===== src/hdl/fcv_pkg.sv =====
// fcv_pkg: types, constants and the crc-32 byte update for the firmware
// container verifier. No dependencies; used by firmware_container_verifier_top.
`default_nettype none

package fcv_pkg;

  localparam int unsigned CountWidth = 23;
  localparam int unsigned LenWidth   = CountWidth + 1;

  localparam logic [31:0] CRC_POLY        = 32'hEDB8_8320;
  localparam logic [31:0] CRC_ONES        = 32'hFFFF_FFFF;
  localparam logic [31:0] CONTAINER_MAGIC = 32'h5346_5743;
  localparam logic [7:0]  TARGET_RESET    = 8'h01;
  localparam logic [CountWidth-1:0] MAX_FILE_RESET = 23'd4194304;
  localparam logic [CountWidth-1:0] COUNT_MAX      = {CountWidth{1'b1}};
  localparam logic [CountWidth-1:0] HEADER_BYTES   = 23'd32;

  // register indexes on the configuration port
  localparam logic CFG_EXPECTED_TARGET = 1'b0;
  localparam logic CFG_MAX_FILE_BYTES  = 1'b1;

  // result status codes
  localparam logic [2:0] STATUS_CONTAINER_OK = 3'd0;
  localparam logic [2:0] STATUS_RAW_OK       = 3'd1;
  localparam logic [2:0] STATUS_WRONG_TARGET = 3'd2;
  localparam logic [2:0] STATUS_CRC_MISMATCH = 3'd3;
  localparam logic [2:0] STATUS_BAD_SIZE     = 3'd4;
  localparam logic [2:0] STATUS_TRUNCATED    = 3'd5;

  typedef struct packed {
    logic [7:0] data_byte;
    logic       last_byte;
  } in_t;

  typedef struct packed {
    logic [2:0]  status;
    logic        container_found;
    logic [31:0] computed_crc;
    logic [31:0] payload_length;
    logic [7:0]  version_major;
    logic [7:0]  version_minor;
    logic [7:0]  version_patch;
  } out_t;

  // reflected crc-32 over one byte; flattens to an xor network
  function automatic logic [31:0] crc_byte(input logic [31:0] crc, input logic [7:0] b);
    logic [31:0] c;
    c = crc ^ {24'd0, b};
    for (int k = 0; k < 8; k++) begin
      c = c[0] ? ((c >> 1) ^ CRC_POLY) : (c >> 1);
    end
    return c;
  endfunction

endpackage

`default_nettype wire


===== src/hdl/firmware_container_verifier_top.sv =====
// firmware_container_verifier_top: header capture, crc-32 and result register.
// Depends on fcv_pkg for types, constants and the crc byte update.
//
// Usage: a firmware file streams in one byte per request on the in channel
// (valid/ready), the final byte flagged by last_byte. Header bytes update the
// header capture and payload bytes the running crc in the same cycle they are
// accepted, so a byte can be taken on every clock while in_ready_o is high:
// throughput is then one byte per cycle. The request carrying last_byte produces
// one result on the out channel, valid in the cycle after acceptance;
// other bytes produce no result. The result register parts the two sides:
// while the result waits on a stalled receiver, in_ready_o stays low, and it
// is high again in the cycle the result is taken, so the next file can start
// right away. After the last byte the file state returns to its reset value.
// The configuration port writes expected_target (index 0) and max_file_bytes
// (index 1); write them only while the block is idle.
// Reset (rst_ni low, asynchronous) clears the file state, drops out_valid_o
// and restores expected_target to 1 and max_file_bytes to 4194304.
`default_nettype none

module firmware_container_verifier_top (
  input  wire logic                  clk_i,
  input  wire logic                  rst_ni,
  input  wire logic                  cfg_we_i,
  input  wire logic                  cfg_index_i,
  input  wire logic [22:0]           cfg_data_i,
  input  wire logic                  in_valid_i,
  output logic                       in_ready_o,
  input  wire fcv_pkg::in_t          in_data_i,
  output logic                       out_valid_o,
  input  wire logic                  out_ready_i,
  output fcv_pkg::out_t              out_data_o
);

  logic [7:0]                       target_q;
  logic [fcv_pkg::CountWidth-1:0]   max_bytes_q;

  logic [fcv_pkg::CountWidth-1:0]   byte_count_q, byte_count_d;
  logic [31:0]                      magic_q, magic_d;
  logic [23:0]                      version_q, version_d;
  logic [7:0]                       target_id_q, target_id_d;
  logic [31:0]                      decl_len_q, decl_len_d;
  logic [31:0]                      exp_crc_q, exp_crc_d;
  logic [31:0]                      crc_q, crc_d;

  logic                             out_valid_q;
  fcv_pkg::out_t                    out_q, result_d;

  logic                             in_fire;
  logic                             in_header;
  logic [fcv_pkg::CountWidth-1:0]   pay_pos;
  logic                             in_payload;
  logic [fcv_pkg::LenWidth-1:0]     file_len;
  logic [31:0]                      crc_final;

  assign in_ready_o  = !out_valid_q || out_ready_i;
  assign in_fire     = in_valid_i && in_ready_o;
  assign out_valid_o = out_valid_q;
  assign out_data_o  = out_q;

  // header bytes land in their own lanes; state is clear at file start
  assign in_header = (byte_count_q[fcv_pkg::CountWidth-1:4] == '0);
  assign pay_pos   = byte_count_q - fcv_pkg::HEADER_BYTES;
  assign in_payload = (byte_count_q >= fcv_pkg::HEADER_BYTES)
                   && (magic_q == fcv_pkg::CONTAINER_MAGIC)
                   && ({9'd0, pay_pos} < decl_len_q);

  always_comb begin
    magic_d     = magic_q;
    version_d   = version_q;
    target_id_d = target_id_q;
    decl_len_d  = decl_len_q;
    exp_crc_d   = exp_crc_q;
    crc_d       = crc_q;
    if (in_header) begin
      case (byte_count_q[3:2])
        2'd0: magic_d[8*byte_count_q[1:0] +: 8] = in_data_i.data_byte;
        2'd1: begin
          if (byte_count_q[1:0] == 2'd3) begin
            target_id_d = in_data_i.data_byte;
          end else begin
            version_d[8*byte_count_q[1:0] +: 8] = in_data_i.data_byte;
          end
        end
        2'd2: decl_len_d[8*byte_count_q[1:0] +: 8] = in_data_i.data_byte;
        2'd3: exp_crc_d[8*byte_count_q[1:0] +: 8] = in_data_i.data_byte;
        default: magic_d = magic_q;
      endcase
    end else if (in_payload) begin
      crc_d = fcv_pkg::crc_byte(crc_q, in_data_i.data_byte);
    end
    byte_count_d = (byte_count_q == fcv_pkg::COUNT_MAX) ? byte_count_q
                 : byte_count_q + 1'b1;
  end

  // result of the file ending with this byte
  assign file_len  = {1'b0, byte_count_q} + 1'b1;
  assign crc_final = crc_d ^ fcv_pkg::CRC_ONES;

  always_comb begin
    result_d = '0;
    if (file_len > {1'b0, max_bytes_q}) begin
      result_d.status = fcv_pkg::STATUS_BAD_SIZE;
    end else if ((file_len < {1'b0, fcv_pkg::HEADER_BYTES})
              || (magic_d != fcv_pkg::CONTAINER_MAGIC)) begin
      result_d.status = fcv_pkg::STATUS_RAW_OK;
    end else begin
      result_d.container_found = 1'b1;
      result_d.payload_length  = decl_len_d;
      result_d.version_major   = version_d[7:0];
      result_d.version_minor   = version_d[15:8];
      result_d.version_patch   = version_d[23:16];
      if (target_id_d != target_q) begin
        result_d.status = fcv_pkg::STATUS_WRONG_TARGET;
      end else if (decl_len_d >
                   {8'd0, file_len - {1'b0, fcv_pkg::HEADER_BYTES}}) begin
        result_d.status = fcv_pkg::STATUS_TRUNCATED;
      end else begin
        result_d.computed_crc = crc_final;
        result_d.status = (crc_final == exp_crc_d) ? fcv_pkg::STATUS_CONTAINER_OK
                                                   : fcv_pkg::STATUS_CRC_MISMATCH;
      end
    end
  end

  always_ff @(posedge clk_i or negedge rst_ni) begin
    if (!rst_ni) begin
      target_q    <= fcv_pkg::TARGET_RESET;
      max_bytes_q <= fcv_pkg::MAX_FILE_RESET;
    end else if (cfg_we_i) begin
      case (cfg_index_i)
        fcv_pkg::CFG_EXPECTED_TARGET: target_q    <= cfg_data_i[7:0];
        fcv_pkg::CFG_MAX_FILE_BYTES:  max_bytes_q <= cfg_data_i;
        default:                      target_q    <= target_q;
      endcase
    end
  end

  always_ff @(posedge clk_i or negedge rst_ni) begin
    if (!rst_ni) begin
      byte_count_q <= '0;
      magic_q      <= '0;
      version_q    <= '0;
      target_id_q  <= '0;
      decl_len_q   <= '0;
      exp_crc_q    <= '0;
      crc_q        <= fcv_pkg::CRC_ONES;
    end else if (in_fire) begin
      if (in_data_i.last_byte) begin
        byte_count_q <= '0;
        magic_q      <= '0;
        version_q    <= '0;
        target_id_q  <= '0;
        decl_len_q   <= '0;
        exp_crc_q    <= '0;
        crc_q        <= fcv_pkg::CRC_ONES;
      end else begin
        byte_count_q <= byte_count_d;
        magic_q      <= magic_d;
        version_q    <= version_d;
        target_id_q  <= target_id_d;
        decl_len_q   <= decl_len_d;
        exp_crc_q    <= exp_crc_d;
        crc_q        <= crc_d;
      end
    end
  end

  always_ff @(posedge clk_i or negedge rst_ni) begin
    if (!rst_ni) begin
      out_valid_q <= 1'b0;
    end else if (in_fire && in_data_i.last_byte) begin
      out_valid_q <= 1'b1;
    end else if (out_ready_i) begin
      out_valid_q <= 1'b0;
    end
  end

  always_ff @(posedge clk_i) begin
    if (in_fire && in_data_i.last_byte) begin
      out_q <= result_d;
    end
  end

  // a last byte always yields a result and restarts the file state
  a_last_gives_result: assert property (@(posedge clk_i) disable iff (!rst_ni)
    in_fire && in_data_i.last_byte |=> out_valid_q
      && byte_count_q == '0 && crc_q == fcv_pkg::CRC_ONES)
    else $error("last byte did not produce a result or clear state");

  a_count_advances: assert property (@(posedge clk_i) disable iff (!rst_ni)
    in_fire && !in_data_i.last_byte && byte_count_q != fcv_pkg::COUNT_MAX
      |=> byte_count_q == $past(byte_count_q) + 1'b1)
    else $error("byte count did not advance");

  a_ok_needs_container: assert property (@(posedge clk_i) disable iff (!rst_ni)
    out_valid_q && (out_q.status == fcv_pkg::STATUS_CONTAINER_OK
      || out_q.status == fcv_pkg::STATUS_CRC_MISMATCH) |-> out_q.container_found)
    else $error("crc status without a container");

  a_raw_fields_zero: assert property (@(posedge clk_i) disable iff (!rst_ni)
    out_valid_q && !out_q.container_found
      |-> out_q.computed_crc == '0 && out_q.payload_length == '0)
    else $error("header fields given without a container");

endmodule

`default_nettype wire


===== config.mk =====
export PLATFORM = sky130hd
export DESIGN_NAME = firmware_container_verifier_top
export DESIGN_NICKNAME = d
export VERILOG_FILES = /design/src/hdl/fcv_pkg.sv /design/src/hdl/firmware_container_verifier_top.sv
export SDC_FILE = /design/constraint.sdc
export NUM_CORES = 1
export LEC_CHECK = 0
export BUFFER_PORTS_ARGS = -buffer_cell sky130_fd_sc_hd__buf_2
export CAP_MARGIN = 10
export CORE_MARGIN = 2
export CORE_UTILIZATION = 58
export CTS_CLUSTER_DIAMETER = 120
export CTS_CLUSTER_SIZE = 20
export DETAILED_ROUTE_END_ITERATION = 12
export PLACE_DENSITY = 0.77
export SLEW_MARGIN = 15
export SYNTH_ARGS = -nofsm -noshare
export SYNTH_HDL_FRONTEND = slang
export SYNTH_SLANG_ARGS = --single-unit
export TNS_END_PERCENT = 50

===== constraint.sdc =====
create_clock -name clk_i -period 7.39 [get_ports clk_i]
set_input_delay 1.1085 -clock clk_i [delete_from_list [all_inputs] [get_ports clk_i]]
set_output_delay 1.1085 -clock clk_i [all_outputs]
set_load 0.1 [all_outputs]

==> results of run 1 <==
-- synthesized netlist by cell type (6+ instances only) --
cell,instances
o31ai_1,7
xnor2_2,7
nand3_1,41
nand2b_1,12
a22oi_1,12
nor2_1,213
xor2_1,76
and3_1,11
a22o_1,14
nor4_1,18
nor3_2,6
a2111oi_0,9
buf_2,20
nand4_1,21
buf_1,8
or3_1,10
nor3_1,28
a21o_1,14
o22ai_1,33
dfrtp_1,181
clkbuf_1,65
o21ai_1,12
o21ai_0,135
a2111oi_2,8
a21oi_1,115
buf_6,6
dfstp_2,34
a2111oi_4,12
xnor2_1,79
nor2b_1,10
mux2i_1,32
ha_1,78
edfxtp_1,92
nand2_1,194
and2_1,11
inv_1,128
o21a_1,8
a32oi_1,16
mux2_2,45
-- state kept, by name, summed over array words and instances, names as in the netlist --
name          count
out_valid_o       1
decl_len_q       32
target_q          8
out_data_o       92
crc_q            32
target_id_q       8
max_bytes_q      23
version_q        24
exp_crc_q        32
magic_q          32
byte_count_q     23
-- power by group --
part           internal, mW  leakage, nW  switching, mW
logic                 0.179         4.26          0.517
clock network         0.492        0.260          0.596
registers              1.82         3.64         0.0472
-- how the worst max path moves through the flow --
| stage | startpoint | depth (start not counted) | end | slack, ns |
|---|---|---|---|---|
| detailed placement | byte_count_q[15] | 19 | out_data_o[64] | 1.51 |
| finish | byte_count_q[15] | 19 | out_data_o[65] | 1.40 |
| CTS | byte_count_q[15] | 19 | out_data_o[64] | 1.51 |
| global route | byte_count_q[15] | 19 | out_data_o[65] | 0.82 |
| global placement | byte_count_q[7] | 16 | out_data_o[89] | 1.71 |
| floorplan | out_ready_i | 5 | out_data_o[0] | 0.41 |
-- worst register-to-register path: stages, from the launching register on --
cell       delay (ns)
dfrtp_1          0.54
nor4_2           0.53
nand4_2          0.39
or2_4            0.40
nor3b_2          0.28
nand2_1          0.34
a21oi_1          0.35
inv_1            0.08
ha_1             0.32
a21o_1           0.17
a21oi_1          0.15
nor2b_1          0.06
o21ai_0          0.14
nand2b_1         0.07
a2111oi_0        0.40
o31ai_1          0.16
a221oi_1         0.42
o211ai_1         0.14
buf_4            0.36
a2111oi_0        0.48
-- routing by layer --
metal	vias up	share of wire, %	wire [um]
met5	-	0.015	8
met4	2	5.1	2680
met3	169	7.0	3690
met2	697	47	24500
met1	7283	41	21700
li1	6823	-	-
-- cell families after synthesis --
group                    Yosys count
AO/OA/AOI/OAI                    434
AND/OR/NAND/NOR                  612
buffers and inverters            231
multiplexers                      80
XOR/XNOR                         166
adder cells (fa/ha/maj)           78
flip-flops                       307
-- metrics by stage --
step	power (mW)	utilization, %	cell area (sq um)	setup slack, ns	hold WS (ns)
final	3.66	63.0	19800	1.40	0.484
after global routing	3.78	63.0	19800	0.820	0.507
after global placement	2.58	61.3	19200	1.71	0.454
after detailed placement	2.59	61.3	19200	1.51	0.463
after floorplan	2.40	-	18400	0.413	0.441
after CTS	3.67	63.0	19800	1.51	0.482
-- cell type report --
| cell class | count | area share (%) |
|---|---|---|
| Sequential cell | 307 | 41.4 |
| Clock buffer | 31 | 2.63 |
| Timing Repair Buffer | 149 | 4.04 |
| Tap cell | 402 | 2.54 |
| Inverter | 128 | 2.43 |
| Clock inverter | 2 | 0.127 |
| Multi-Input combinational cell | 1370 | 46.8 |
==> reports/summary.txt, run 1 <==
number of nets in the layout - 2091
Post-Syn Area - 0.0184 sq mm
overall global routing resource usage - 32.0%
critical path arrival - 6.29 ns
fraction of met1 tracks used by global routing - 43.1%
Syn Inst Count - 1908
share of synthesized registers carrying an async set or reset - 70.0%
number of hold-slack violations in the final timing report - 0
IO Pins - 132
peak clock frequency supported by timing - 167 MHz
Post-CTS Setup Bufs - 0
setup repair after global routing missed its margin - no
number of antenna violations at the first check in global routing - 1
nets in the synthesized netlist - 2024
Worst IR Drop VDD - 0.259 mV
wire length of the first global-routing pass - 82.4 mm
synthesis-to-finish area growth - 7.72%
Syn. warnings - 0
overflow left after global routing - 0
hold_buf cts - 0
highest fanout seen on the critical path - 32
setup tns final - 0 ns
Max Slew Vio Count - 0
fraction of synthesized cell area in xor and xnor cells - 8.44%
sequential element share of the synthesized area - 44.6%
peak-usage layer in the global routing report - met2
worst reg2reg path startpoint - byte_count_q[15]
multi-input combinational cell area - 0.00926 sq mm
Placer Congestion - 1.07
fraction of the mapped netlist area in compound gates - 16.1%
H-tree lvl count - 1
count of input and output buffers - 131
core region area - 0.0314 sq mm
met2 Resource Use GR - 51.9%
Avg Synthesized Cell Area - 9.62 sq um
detailed-route wire length - 52.6 mm
number of cells on the worst hold path - 2
clock tree from TritonCTS - yes
number of flops mapped to enable cells by yosys - 92
Most used DFF post-synth - dfrtp_1
r2r setup slk - 1.40 ns
area of the die - 0.0331 sq mm
reported leakage power - 8.17 nW
Num Clock Sinks - 307
post-layout instance count excluding filler cells - 2389
endpoint of the lowest-slack register-to-register path - out_data_o[65]
clock latency on the worst-skew pair - 0.54 ns
kind of end point of the critical path - flop
clock slew at reported path FFs - 0.09 ns
buffers plus inverters on the worst setup path - 2
hold crit path type - reg -> reg
fill cell count - 2599
result of the run - complete, no violations
worst hold path startpoint - magic_q[13]
antenna cells - 0
setup violators final - 0
share of the synthesized area in the top cell type - 24.7%
die width - 182 um
fraction of synthesized area in multiplexers - 4.73%
Endpoint, Worst Hold - magic_q[13]
cell at the root of the clock tree - clkbuf_16
vias after detailed routing - 15000
fraction of the mapped netlist area in simple logic gates - 15.7%
vias in the first global route - 14500
DR DRC count - 0
most frequent cells in the layout - nor2_1 (212), nand2_1 (194), dfrtp_1 (181)
met3 routing resource usage after global routing - 4.21%
highest-delay cell along the critical path - dfrtp_1
fraction of final layout cells sized beyond drive strength 1 - 15.8%
distinct cell type count after synthesis - 80
Max Cap Violations - 0
via-per-instance ratio - 6.27
area used by sequential logic in the layout - 0.00819 sq mm
most common cell after layout, fill and taps aside - nor2_1
placed cells - 2356
Yosys reg bits - 307
areal power density over the cells - 185 mW/mm^2
die height - 182 um
Worst setup SP type - flop
largest net degree at the start of global routing - 112
worst-case clock skew - 0.0339 ns
critical-path cell list - nor4_2 -> nand4_2 -> or2_4 -> nor3b_2 -> nand2_1 -> a21oi_1 -> inv_1 -> ha_1 -> a21o_1 -> a21oi_1 -> nor2b_1 -> o21ai_0 -> nand2b_1 -> a2111oi_0 -> o31ai_1 -> a221oi_1 -> o211ai_1 -> buf_4 -> a2111oi_0
cells taking the most area after synthesis - dfrtp_1 (25%), edfxtp_1 (15%), ha_1 (5.3%)
post-detail-place hpwl - 38.0 mm
worst-case headroom to the max-slew limit - 26.4%
time the final worst path needs with I/O delays and setup - 5.99 ns
post-synthesis adder-cell area fraction - 5.32%
combinational family with the most area after synthesis - compound AO/OA/AOI/OAI gates
Required @ worst endpoint - 7.69 ns
depth of the most critical reg-to-reg path - 19
Worst Tran Pin Value - 1.10 ns
remaining antenna violation count - 0
Clock Tree Buf Depth - 3
first drt pass iteration count - 6
post-route clock period utilization - 81.1%
gate family responsible for the most delay along the worst path - compound AO/OA/AOI/OAI gates
number of cells upsized or downsized after cts - 0
detail-routed net length per standard cell - 22.0 um
critical path's largest stage delay - 0.54 ns
library cell occupying the most area in the post-synthesis netlist - dfrtp_1
number of design-rule violations left by the first detailed-router iteration - 1464
type of the worst setup path - reg -> reg
Initial Util - 58.5%
# rows - 65
total CTS buffers - 19
No activity file was read; power rests on OpenSTA's default activity.
==> inputs of run 2 (changes only) <==
CORE_UTILIZATION = 56   (was 58)
PLACE_DENSITY = 0.78   (was 0.77)
clock period = 5.3 ns   (was 7.39 ns; I/O delays follow)
==> run 2 against run 1 <==
Effect of this change:
- register-to-register slack worse by 1.2 ns
- clock-buffer cell count is 1 higher
- largest power group unchanged
- die area is 3.5% higher
- core utilization is 0.86 points higher
- final cell count is 5.6% higher
- critical path type unchanged
- critical endpoint is now out_data_o[89]
- clock power is 39% higher
- clock skew is 0.0038 ns higher
- largest cell class unchanged
==> reports/summary.txt, run 2 (same netlist as run 1, synthesis figures left out) <==
result of the run - complete, no violations
reported leakage power - 8.67 nW
setup violators final - 0
hold_buf cts - 0
count of input and output buffers - 131
worst reg2reg path startpoint - byte_count_q[10]
vias after detailed routing - 15400
overflow left after global routing - 0
Clock Tree Buf Depth - 3
number of design-rule violations left by the first detailed-router iteration - 1615
antenna cells - 0
area used by sequential logic in the layout - 0.00819 sq mm
endpoint of the lowest-slack register-to-register path - out_data_o[89]
worst-case clock skew - 0.0376 ns
Worst Tran Pin Value - 1.06 ns
area of the die - 0.0342 sq mm
time the final worst path needs with I/O delays and setup - 5.10 ns
core region area - 0.0324 sq mm
internal power component - 3.52 mW
sequential group share of total power - 50.4%
Worst setup SP type - flop
DR DRC count - 0
Switching Fraction - 32.0%
Initial Util - 56.7%
peak clock frequency supported by timing - 196 MHz
wire length of the first global-routing pass - 85.2 mm
tightest hold margin - 0.309 ns
Worst Setup Slack post-DPL - 0.0209 ns
Worst setup startpoint - byte_count_q[10]
first drt pass iteration count - 6
Required @ worst endpoint - 5.58 ns
number of hold-slack violations in the final timing report - 0
die width - 185 um
Worst IR Drop VDD - 0.246 mV
number of antenna violations at the first check in global routing - 1
termination of the worst setup path - out_data_o[89]
highest fanout seen on the critical path - 8
depth of the most critical reg-to-reg path - 18
detailed-route wire length - 56.2 mm
most common cell after layout, fill and taps aside - nor2_1
clock latency on the worst-skew pair - 0.55 ns
Max Cap Violations - 0
Max Slew Vio Count - 0
highest-delay cell along the critical path - or4_4
overall global routing resource usage - 32.8%
Sw Pwr - 1.66 mW
clock tree from TritonCTS - yes
fill cell count - 2742
# rows - 66
placed cells - 2486
multi-input combinational cell area - 0.00936 sq mm
detail-routed net length per standard cell - 22.3 um
Placer Congestion - 0.973
critical path arrival - 5.39 ns
Largest register FFs - 92
cell at the root of the clock tree - clkbuf_16
clock slew at reported path FFs - 0.10 ns
Logic pwr share - 20.1%
die height - 185 um
r2r setup slk - 0.20 ns
areal power density over the cells - 250 mW/mm^2
setup slack after layout - 0.198 ns
critical path's largest stage delay - 0.58 ns
Num Clock Sinks - 307
largest net degree at the start of global routing - 103
post-detail-place hpwl - 42.3 mm
remaining antenna violation count - 0
type of the worst setup path - reg -> reg
hold crit path type - in -> async
most frequent cells in the layout - nor2_1 (212), nand2_1 (191), dfrtp_1 (179)
IO Pins - 132
vias in the first global route - 14700
post-layout instance count excluding filler cells - 2522
kind of end point of the critical path - flop
post-route clock period utilization - 96.3%
fraction of final layout cells sized beyond drive strength 1 - 20.5%
worst-case headroom to the max-slew limit - 29.5%
Overall Power - 5.17 mW
number of nets in the layout - 2183
proportion of power drawn by the clock network - 29.5%
critical-path cell list - or4_4 -> or3_1 -> nor2_1 -> xor2_1 -> ha_1 -> nand4_1 -> or3_1 -> a2111oi_2 -> o311a_1 -> buf_4 -> nor3_2 -> buf_4 -> nor3_1 -> o22ai_1 -> nor4b_2 -> nand4_1 -> o31ai_1 -> a21oi_1
via-per-instance ratio - 6.09
total CTS buffers - 19
synthesis-to-finish area growth - 12.6%
H-tree lvl count - 1
run 2: cell count changes in the layout (fill, tap and decap cells not counted), sizes merged:
cell	change
buf	+92
clkbuf	+1
run 2: power by group through the flow:
stage                     combinational (mW)  clock, mW  sequential, mW
final                                   1.04       1.52            2.61
after global placement                  1.00          0            2.65
after CTS                               1.02       1.54            2.61
after global routing                    1.10       1.61            2.62
after detailed placement                1.02          0            2.65
after floorplan                        0.469          0            2.87
run 2: cell type report:
cell class,instances,area share (%)
Tap cell,442,2.68
Inverter,128,2.32
Multi-Input combinational cell,1370,45.3
Clock buffer,32,2.54
Timing Repair Buffer,241,7.45
Sequential cell,307,39.6
Clock inverter,2,0.121
run 2: per-stage QoR:
step                      utilization, %  setup TNS (ns)  instance area, sq um
after global routing                63.8          -0.195                 20700
after CTS                           63.5               0                 20500
final                               63.8               0                 20700
after floorplan                        -               0                 18400
after global placement              61.8               0                 20000
after detailed placement            61.8               0                 20000
run 2: how the worst min path moves through the flow:
stage                        startpoint       endpoint  slack (ns)
after floorplan             magic_q[18]    magic_q[18]        0.44
after global placement      magic_q[22]    magic_q[22]        0.46
after detailed placement  exp_crc_q[18]  exp_crc_q[18]        0.46
after CTS                        rst_ni   version_q[3]        0.38
after global routing             rst_ni   version_q[3]        0.40
final                            rst_ni   version_q[3]        0.31
run 2: metal layers:
layer,GRT usage (%),part of all wire [%]
met1,42.9,40
met3,5.52,7.8
met4,13.5,4.6
met5,0,0.023
met2,54.2,48
run 2: repair_timing:
item,in CTS,in global routing
resized for setup,1,28
buffers inserted,0,2
setup endpoints to repair,1,35
pin swaps,0,1
hold endpoints to repair,0,0
run 2: critical path: cells and delay by family, from the launching register on:
family / cells / cell delay (ns)
and+or+nand+nor: 9 / 2.55
DFF: 1 / 0.39
xor gates and xnor gates: 1 / 0.10
adders and majority gates: 1 / 0.32
AOI/OAI and AO/OA: 5 / 1.13
buffers and inverters: 2 / 0.37
==> inputs of run 3 (changes only) <==
CORE_UTILIZATION = 45   (was 56)
PLACE_DENSITY = unset   (was 0.78)
==> run 3 against run 2 <==
Effect of this change:
- setup slack improved by 0.054 ns
- total power is 0.49% higher
- register-to-register slack improved by 0.05 ns
- global-route usage shrank 5.1 points
- critical path depth up 5
- clock power about the same
- non-clock buffer count up 39
- sequential share of layout area down 1.1 points
- clock skew rose by 0.0057 ns
- sequential power about the same
- critical endpoint is now out_data_o[58]
- largest cell class unchanged
- largest power group unchanged
==> reports/summary.txt, run 3 (same netlist as run 1, synthesis figures left out) <==
Worst IR Drop VDD - 0.286 mV
type of the worst setup path - reg -> reg
Max Cap Violations - 0
wire length of the first global-routing pass - 89.3 mm
antenna cells - 0
time the final worst path needs with I/O delays and setup - 5.05 ns
setup tns final - 0 ns
total CTS buffers - 19
highest-delay cell along the critical path - dfrtp_2
number of nets in the layout - 2222
vias after detailed routing - 15200
fraction of met1 tracks used by global routing - 37.7%
Overall Power - 5.20 mW
vias in the first global route - 14900
Clock Tree Buf Depth - 3
met2 Resource Use GR - 46.7%
library cell appearing most often on the critical path - buf_4
met3 routing resource usage after global routing - 2.98%
worst-case clock skew - 0.0433 ns
Max Slew Vio Count - 0
Placer Congestion - 0.959
areal power density over the cells - 244 mW/mm^2
Required @ worst endpoint - 5.61 ns
first drt pass iteration count - 5
fraction of final layout cells sized beyond drive strength 1 - 22.7%
critical path's largest stage delay - 0.46 ns
post-route clock period utilization - 95.3%
critical path arrival - 5.36 ns
reported leakage power - 8.89 nW
kind of end point of the critical path - flop
buffers plus inverters on the worst setup path - 5
largest net degree at the start of global routing - 88
worst-case headroom to the max-slew limit - 30.0%
area of the die - 0.0424 sq mm
die height - 206 um
result of the run - complete, no violations
H-tree lvl count - 1
Initial Util - 45.9%
setup violators final - 0
critical-path cell list - ha_1 -> and2_1 -> and3_2 -> buf_4 -> or3_1 -> o21ai_0 -> nand3_1 -> o41ai_2 -> nand2_1 -> nor3_2 -> and3_1 -> nand3_1 -> xor2_1 -> ha_1 -> nand3_2 -> a2111oi_4 -> a221oi_2 -> buf_4 -> o211ai_1 -> clkbuf_16 -> buf_6 -> a2111oi_2 -> buf_4
hold crit path type - in -> async
remaining antenna violation count - 0
hold_buf cts - 0
most common cell after layout, fill and taps aside - nor2_1
Largest register FFs - 92
detail-routed net length per standard cell - 22.1 um
synthesis-to-finish area growth - 15.8%
placed cell area - 0.0204 sq mm
peak clock frequency supported by timing - 198 MHz
die width - 206 um
clock tree from TritonCTS - yes
clock latency on the worst-skew pair - 0.56 ns
gate family responsible for the most delay along the worst path - simple AND/OR/NAND/NOR gates
count of input and output buffers - 131
fill cell count - 3705
design area - 0.0213 sq mm
via-per-instance ratio - 5.73
overall global routing resource usage - 27.7%
number of antenna violations at the first check in global routing - 2
Num Clock Sinks - 307
overflow left after global routing - 0
clock slew at reported path FFs - 0.09 ns
post-detail-place hpwl - 44.4 mm
number of design-rule violations left by the first detailed-router iteration - 1031
most frequent cells in the layout - nor2_1 (212), nand2_1 (189), dfrtp_1 (177)
Worst setup SP type - flop
IO Pins - 132
number of hold-slack violations in the final timing report - 0
Worst Tran Pin Value - 1.05 ns
# rows - 73
area used by sequential logic in the layout - 0.00819 sq mm
DR DRC count - 0
detailed-route wire length - 58.5 mm
cell at the root of the clock tree - clkbuf_16
post-layout instance count excluding filler cells - 2644
highest fanout seen on the critical path - 8
core region area - 0.0400 sq mm
multi-input combinational cell area - 0.00949 sq mm
placed cells - 2600
peak-usage layer in the global routing report - met2
## run 3: repair_timing
item / 4_1_cts / 5_1_grt
pin swaps: 0 / 6
setup buffers: 0 / 10
gates resized for setup: 4 / 49
endpoints found under the setup margin: 8 / 35
## run 3: worst paths after layout
| path | from | to | slack (ns) | depth (start not counted) |
|---|---|---|---|---|
| max | byte_count_q[1] | out_data_o[58] | 0.25 | 23 |
| min | rst_ni | version_q[3] | 0.27 | 1 |
| max reg2reg | byte_count_q[1] | out_data_o[58] | 0.25 | 23 |
| min reg2reg | magic_q[13] | magic_q[13] | 0.48 | 2 |
| max in group asynchronous | rst_ni | magic_q[27] | 3.88 | 2 |
| min in group clk_i | cfg_data_i[15] | max_bytes_q[15] | 0.48 | 2 |
## run 3: cell type report
class,instances,area share [%]
multi-input cells,1370,44.6
flip-flops and latches,307,38.5
repair buffers,280,8.95
well taps,525,3.09
clock buffers,32,2.47
inverters,128,2.26
clock inverters,2,0.118
## run 3: stage by stage
step,setup WS (ns),hold WS (ns),util [%]
2_1_floorplan,0.124,0.441,-
3_3_place_gp,-0.0721,0.458,50.9
3_5_place_dp,-0.0464,0.465,50.9
4_1_cts,0.00849,0.305,52.3
6_report,0.251,0.266,53.2
5_1_grt,-0.00607,0.312,53.2
## run 3: routing by layer
layer  part of all wire (%)  vias up
met1                     44     7525
met4                    3.4        2
met2                     48      433
li1                       -     7091
met3                    4.7      108
met5                  0.019        -
## run 3: power breakdown
| group | total, mW | internal, mW | switching [mW] |
|---|---|---|---|
| combinational | 1.06 | 0.298 | 0.759 |
| clock | 1.54 | 0.689 | 0.847 |
| sequential | 2.60 | 2.54 | 0.0593 |
